<file path="config.mk">
export PLATFORM = sky130hd
export DESIGN_NAME = lsdt_front
export DESIGN_NICKNAME = d
export VERILOG_FILES = /design/src/sv/lsdt_pkg.sv /design/src/sv/lsdt_front.sv
export VERILOG_INCLUDE_DIRS = /design/src /design/src/sv
export SDC_FILE = /design/constraint.sdc
export NUM_CORES = 1
export LEC_CHECK = 0
export ABC_AREA = 1
export BUFFER_PORTS_ARGS = -buffer_cell sky130_fd_sc_hd__clkbuf_2
export CAP_MARGIN = 20
export CORE_MARGIN = 1.5
export CORE_UTILIZATION = 40
export DETAILED_ROUTE_END_ITERATION = 8
export PLACE_DENSITY = 0.73
export SETUP_SLACK_MARGIN = 0.2
export SYNTH_ARGS = -nofsm -noshare
export SYNTH_HDL_FRONTEND = slang
export SYNTH_SLANG_ARGS = --single-unit
</file>
<file path="constraint.sdc">
create_clock -name clk -period 3.7 [get_ports clk]
set_input_delay 0.185 -clock clk [delete_from_list [all_inputs] [get_ports clk]]
set_output_delay 0.185 -clock clk [all_outputs]
set_load 0.02 [all_outputs]
</file>
<file path="src/sv/assert_macros.svh">
// Assertion macros shared by the distance transform RTL.
// Depends on nothing; included by files that assert.
`ifndef ASSERT_MACROS_SVH
`define ASSERT_MACROS_SVH
// Implication checked every cycle outside reset.
`define CHK_IMPL(label, clk, rst, a, c) \
  label: assert property (@(posedge clk) disable iff (rst) (a) |-> (c)) else $error("%m");
// Next-cycle implication outside reset.
`define CHK_NEXT(label, clk, rst, a, c) \
  label: assert property (@(posedge clk) disable iff (rst) (a) |=> (c)) else $error("%m");
`endif

</file>
<file path="src/sv/lsdt_pkg.sv">
// Package for the line squared distance transform: payload types, codes.
// Depends on nothing.
package lsdt_pkg;
  localparam logic [31:0] COST_INF = 32'hFFFF_FFFF;
  localparam int BW = 48;

  typedef struct packed {
    logic [31:0] cost;
    logic        last;
  } in_item_t;

  typedef struct packed {
    logic [31:0] distance;
    logic [5:0]  nearest_index;
    logic        end_of_line;
  } out_item_t;

  typedef enum logic [3:0] {
    S_IDLE, S_RDV, S_RDV2, S_RDC, S_DIV, S_CMP, S_PUSH,
    S_EM_RD, S_EM_RD2, S_EM_CHK, S_EM_OUT
  } bk_state_t;
endpackage

</file>
<file path="src/sv/lsdt_front.sv">
// Front part: accepts samples, tags position, queues them for the back part.
// Depends on lsdt_pkg and assert_macros.svh.
`include "assert_macros.svh"
module lsdt_front #(
  parameter int LINE_LEN = 64,
  parameter int QW = 12
) (
  input  logic                 clk,
  input  logic                 rst,
  input  logic                 start,
  input  lsdt_pkg::in_item_t   in_item,
  output logic                 busy,
  output logic                 q_valid,
  output logic [QW-1:0]        q_pos,
  output logic [31:0]          q_cost,
  output logic                 q_fin,
  input  logic                 q_pop
);
  import lsdt_pkg::*;
  localparam int DEPTH = 2;
  logic [QW-1:0] count;
  logic [QW-1:0] pos_q [DEPTH];
  logic [31:0]   cost_q [DEPTH];
  logic          fin_q [DEPTH];
  logic          wp, rp;
  logic [1:0]    fill;
  logic          lock;
  logic          acc, fin;

  assign busy = (fill == 2'd2) || lock;
  assign acc = start && !busy;
  assign fin = in_item.last || (count == QW'(LINE_LEN - 1));
  assign q_valid = fill != 2'd0;
  assign q_pos = pos_q[rp];
  assign q_cost = cost_q[rp];
  assign q_fin = fin_q[rp];

  always_ff @(posedge clk) begin
    if (acc) begin
      pos_q[wp] <= count;
      cost_q[wp] <= in_item.cost;
      fin_q[wp] <= fin;
    end
  end

  // Lock after a last item until the back part has taken it from the queue.
  always_ff @(posedge clk) begin
    if (rst) begin
      count <= '0;
      wp <= 1'b0;
      rp <= 1'b0;
      fill <= 2'd0;
      lock <= 1'b0;
    end else begin
      if (acc) begin
        wp <= !wp;
        count <= fin ? '0 : count + QW'(1);
      end
      if (q_pop) rp <= !rp;
      fill <= fill + 2'(acc) - 2'(q_pop);
      if (acc && fin) lock <= 1'b1;
      else if (q_pop && q_fin) lock <= 1'b0;
    end
  end

  `CHK_IMPL(a_no_overflow, clk, rst, fill == 2'd2, !acc)
endmodule

</file>
Yosys cells after proc, flatten, opt, wreduce, memory -nomap -nowiden
Memories as Yosys holds them, arrays and structs flattened. A register that Yosys moved wholly into a read port is not among the register bits.
Cells that the tools add are included.
{ "op_classes": {"n_eq_ne": 2, "add_sub_neg": 3, "n_mux": 11, "n_reduce_logical": 10, "n_div": 0, "multipliers": 0, "shifts": 0, "bitwise_logic": 0, "order_cmp": 0} }
{ "ops": {"columns": ["operator", "n"], "rows": [
  ["adder 12 x 1 -> 12 bit (second input constant)", 1],
  ["equality test 12 x 6 -> 1 bit (second input constant)", 1],
  ["two-way mux 12 bit", 1],
  ["two-way mux 1 bit", 10],
  ["nonzero test 2 bit", 2],
  ["logical AND 1 bit", 3],
  ["logical NOT 1 bit", 3],
  ["adder 2 x 1 -> 2 bit", 1],
  ["equality test 2 bit (second input constant)", 1],
  ["logical OR 1 bit", 2],
  ["subtractor 2 x 1 -> 2 bit", 1]
]} }
{ "word_totals": {"output_inout_bits": 47, "n_memories": 3, "wordCells": 34, "mem_bits_ro": 0, "register_bits": 17, "latch_bits": 0, "inputBits": 37, "ram_bits": 90} }
{ "mem_list": {"columns": ["name", "words", "word_bits", "rd", "rd_ports_with_merged_regs", "wr", "line", "text"], "rows": [
  ["cost_q", 2, 32, 1, 1, 1, "lsdt_front.sv:23", "logic [31:0] cost_q [DEPTH];"],
  ["pos_q", 2, 12, 1, 1, 1, "lsdt_front.sv:22", "logic [QW-1:0] pos_q [DEPTH];"],
  ["fin_q", 2, 1, 1, 1, 1, "lsdt_front.sv:24", "logic fin_q [DEPTH];"]
]} }

Depth between registers and ports, before layout
{ "logic_depth": {"depth_word": 6, "ltp_mapped": 10, "mapped_depth_nobuf": 9} }

Worst setup path after synthesis
Ideal clock, no wire load.
{ "synth_path": {"kind": "register to register", "start": "reg fill[0]", "end": "mem cost_q[0][0] (enable)", "n_path_buf": 1, "setup_time_ps": 448, "synth_period_minus_slack_ps": 3036, "required_ps": 3252, "t_arrival_ps": 2588, "path_slack_ps": 664, "stages_incl_launch_ff": 6, "cell_sequence": "dfxtp_1 inv_1 nand2_2 nand3_4 buf_6 nor2_1"} }
{ "synth_between": {"elab_chain_cells": 6} }
{ "synth_rtl": {"columns": ["item", "line", "text"], "rows": [
  ["from (decl)", "lsdt_front.sv:26", "logic [1:0] fill;"],
  ["from (signal assigned)", "lsdt_front.sv:60", "fill <= fill + 2'(acc) - 2'(q_pop);"],
  ["equality test 2 bit", "lsdt_front.sv:30", "assign busy = (fill == 2'd2) || lock;"],
  ["logical OR 1 bit", "lsdt_front.sv:30", null],
  ["logical NOT 1 bit", "lsdt_front.sv:31", "assign acc = start && !busy;"],
  ["logical AND 1 bit", "lsdt_front.sv:31", null],
  ["two-way mux 1 bit", "lsdt_front.sv:39", "if (acc) begin"],
  ["two-way mux 1 bit (implied by the code)", "lsdt_front.sv:41", "cost_q[wp] <= in_item.cost;"],
  ["to (decl)", "lsdt_front.sv:23", null]
]} }
No other way between the ends.

Final worst setup path
{ "layout_path": {"start": "reg fill[0]", "end": "mem pos_q[0][8] (enable)"} }
{ "layout_between": {"elab_chain_cells": 6} }
{ "layout_rtl": {"columns": ["item", "line", "text"], "rows": [
  ["equality test 2 bit", "lsdt_front.sv:30", null],
  ["logical OR 1 bit", "lsdt_front.sv:30", null],
  ["logical NOT 1 bit", "lsdt_front.sv:31", null],
  ["logical AND 1 bit", "lsdt_front.sv:31", null],
  ["two-way mux 1 bit", "lsdt_front.sv:39", null],
  ["two-way mux 1 bit (implied by the code)", "lsdt_front.sv:40", "pos_q[wp] <= count;"],
  ["to (decl)", "lsdt_front.sv:22", null]
]} }
No other way between the ends.

==> out/results.md <==
| Step | Parameter | Value |
| --- | --- | --- |
| final layout | Area Growth Syn to Fin | 24.3% |
| synthesis | Sequential share of the synthesized area | 73.2% |
| synthesis | Syn Nets | 314 |
| global route | Final global-route overflow total | 0 |
| sta | Total of endpoints with negative setup slack in the final report | 0 |
| synthesis | Synth Register Bits | 108 |
| drt | Total vias in the final route | 2408 |
| die | Area of the core region | 0.0102 sq mm |
| sta | Sum of negative setup slack | 0 ns |
| sta | Least-Margin Pin Slew | 0.897 ns |
| critical path | Arrival time at the worst endpoint | 2.19 ns |
| sta | Endpoints failing hold | 0 |
| drt | Number of DRC markers in iteration 0 | 125 |
| placement | Setup slack after placement | 1.53 ns |
| sta | Worst Clk Skew | 0.00802 ns |
| synthesis | Netlist cell types | 21 |
| global route | Largest net degree at the start of global routing | 47 |
| drt | Average vias per placed instance | 4.54 |
| clocking | TritonCTS clock tree | built |
| die | Floorplan die area | 0.0111 sq mm |
| synthesis | Mean post-synth cell area | 15.3 sq um |
| clocking | Number of clock sinks | 108 |
| clocking | Total number of H-tree levels | 3 |
| final layout | Share of cells above drive strength 1 | 40.1% |
| drt | Drc violations | 0 |
| synthesis | Total number of yosys warnings | 0 |
| drt | Antenna Violating Nets Remaining | 0 |
| sta | Number of pins with negative max-slew slack in the final report | 0 |
| final layout | Diode insertion count for antenna repair | 0 |
| placement | Final HPWL from detailed placement | 4.63 mm |
| sta | Min Tclk post-route | 2.12 ns |
| die | Count of pins on the block boundary | 84 |
| flow run | Count of maximum capacitance violations | 0 |
| drt | Wire length per cell after detailed routing | 13.5 microns |
| global route | Grt met3 use | 3.65% |
| global route | Global-route wire length before repair | 11.6 mm |
| power and ir drop | Reported leakage power | 1.95 nW |
| final layout | Final std cells w/o fill | 530 |
| sta | RSZ-0062 raised after global routing | false |
| sta | Tcrit/Tclk final | 57.3% |
| run status | Result of the run | finished, final reports clean |
| power and ir drop | Power, Total | 2.63 mW |
| global route | Overall Global Routing Usage | 13.9% |
| placement | # placed instances | 488 |
| sta | Worst max-slew margin expressed relative to the limit | 40.0% |
| sta | Top achievable clock speed | 0.471 GHz |
| critical path | Number of cells on the worst reg-to-reg path | 5 |
| critical path | Critical Path Source Type | flip-flop |
| placement | Global placer's final weighted congestion | 0.862 |
| die | Starting Density | 40.9% |
| final layout | Post-layout nets | 429 |
| global route | Met1 global-route usage | 17.9% |
| global route | Number of antenna violations at the first check in global routing | 0 |
| critical path | Critical Path End Type | flip-flop |
| synthesis | Synthesized instance count | 274 |
| clocking | Later-pin clock latency in the skew report | 0.37 ns |
| die | Die X | 105 microns |
| clocking | CTS Root Cell | sky130_fd_sc_hd__clkbuf_8 |
| final layout | Highest-count cells in the layout ignoring fill and taps | 90 x sky130_fd_sc_hd__edfxtp_1, 83 x sky130_fd_sc_hd__clkbuf_2, 44 x sky130_fd_sc_hd__mux2_2 |
| clocking | CTS buffer count | 9 |
| drt | Aggregate routed wire length | 7.15 mm |
| global route | Most used routing layer | met2 |
| clocking | Clock transition time at the flip-flop clock pins of the worst setup and hold paths | 0.10 ns |
| clocking | Post_cts resized | 0 |
| worst hold path | Number of cells on the worst hold path | 1 |
| placement | Count of buffers from port buffering | 83 |
| global route | Met2 Usage GRT | 22.3% |
| critical path | Maximum fanout encountered on the critical timing path | 31 |
| die | Row cnt | 37 |
| final layout | Leading cell type in the layout, fill and taps excluded | sky130_fd_sc_hd__edfxtp_1 |
| sta | Worst Hold Slack | 0.0147 ns |
| synthesis | Post-synthesis instance area | 0.00418 sq mm |
| die | Die Ht | 105 microns |
| critical path | Classification of the worst setup path | flip-flop to flip-flop |
| sta | Least setup slack across all paths after layout | 1.58 ns |
| critical path | Required time reported for the critical path endpoint | 3.76 ns |
| worst hold path | HP Class | input port to flip-flop |
| power and ir drop | Ratio of total power to cell area | 505 mW/mm^2 |
| clocking | Maximum buffer depth of the clock tree | 2 |
| global route | Via count of the first global-routing pass | 2350 |
| power and ir drop | Peak supply drop | 0.187 mV |
| drt | Count of TritonRoute iterations in the first routing pass | 4 |
[registers in the layout, indices dropped and copies added, names as in the netlist, named ones only]
signal / cells
pos_q: 24
fill: 2
lock: 1
cost_q: 64
wp: 1
rp: 1
count: 12
fin_q: 2
[report_power, final]
group	leakage (nW)	switching [mW]	internal (mW)
registers	0.989	0.0397	1.45
clock network	0.0812	0.392	0.248
logic	0.880	0.302	0.191
total	1.95	0.734	1.89
[path summary, 6_finish.rpt]
path / endpoint / slack, ns / startpoint
max: pos_q[0][8] / 1.58 / fill[0]
min: cost_q[1][14] / 0.01 / in_item[15]
max reg2reg: pos_q[0][8] / 1.58 / fill[0]
min reg2reg: lock / 0.49 / lock
[worst max-delay path, cell delays in order (launching register included)]
cell and delay (ns):
sky130_fd_sc_hd__dfxtp_1 0.35, sky130_fd_sc_hd__inv_1 0.06, sky130_fd_sc_hd__nand2_2 0.08, sky130_fd_sc_hd__nand3_4 0.19, sky130_fd_sc_hd__nor2_4 0.74, sky130_fd_sc_hd__buf_4 0.38
[through the flow]
step / utilization (%) / area, sq um
2_1_floorplan: - / 4180
3_3_place_gp: 46.4 / 4750
3_5_place_dp: 46.4 / 4750
4_1_cts: 50.5 / 5170
5_1_grt: 50.8 / 5200
6_report: 50.8 / 5200
[cell usage after synthesis]
library cell / count / area [sq um]
sky130_fd_sc_hd__xor2_1: 3 / 26.3
sky130_fd_sc_hd__nor2_2: 1 / 6.26
sky130_fd_sc_hd__edfxtp_1: 90 / 2700
sky130_fd_sc_hd__or2_1: 1 / 6.26
sky130_fd_sc_hd__nor2_4: 3 / 33.8
sky130_fd_sc_hd__buf_6: 2 / 22.5
sky130_fd_sc_hd__xnor2_1: 6 / 52.6
sky130_fd_sc_hd__nor3_1: 2 / 10.0
sky130_fd_sc_hd__inv_1: 19 / 71.3
sky130_fd_sc_hd__mux2_2: 44 / 495
sky130_fd_sc_hd__dfxtp_1: 18 / 360
sky130_fd_sc_hd__nand3_1: 7 / 35.0
sky130_fd_sc_hd__a21oi_1: 3 / 15.0
sky130_fd_sc_hd__nor2_1: 28 / 105
sky130_fd_sc_hd__ha_1: 3 / 37.5
sky130_fd_sc_hd__nand2_1: 29 / 109
sky130_fd_sc_hd__o21ai_0: 4 / 20.0
sky130_fd_sc_hd__or2_2: 1 / 6.26
sky130_fd_sc_hd__nand3_4: 1 / 17.5
sky130_fd_sc_hd__buf_2: 5 / 25.0
sky130_fd_sc_hd__nand2_2: 4 / 25.0
[metal layers]
metal  part of all wire [%]  vias up
li1                       -     1190
met1                     45     1138
met2                     49       73
met3                    4.9        7
met4                    1.1        0
met5                      0        -
[repair_timing]
item                      4_1_cts  5_1_grt
hold buffers                   24        1
buffers inserted                0        0
hold endpoints to repair       48        2
[logic make-up after synthesis]
| family | after synthesis | share of synthesized area, % |
|---|---|---|
| buffers and inverters | 26 | 2.84 |
| and+or+nand+nor | 77 | 8.47 |
| adders and majority gates | 3 | 0.897 |
| muxes | 44 | 11.8 |
| xor gates and xnor gates | 9 | 1.88 |
| AOI/OAI and AO/OA | 7 | 0.837 |
| DFF | 108 | 73.2 |
[final cells by class]
| class | instances | area [sq um] |
|---|---|---|
| clock inverter | 7 | 51.3 |
| clock buffer | 9 | 124 |
| tap | 136 | 170 |
| inverter | 19 | 71.3 |
| multi-input combinational | 140 | 1020 |
| fill | 864 | 5030 |
| sequential | 108 | 3060 |
| timing repair buffer | 111 | 701 |
Power figures use the tool's default switching activity.
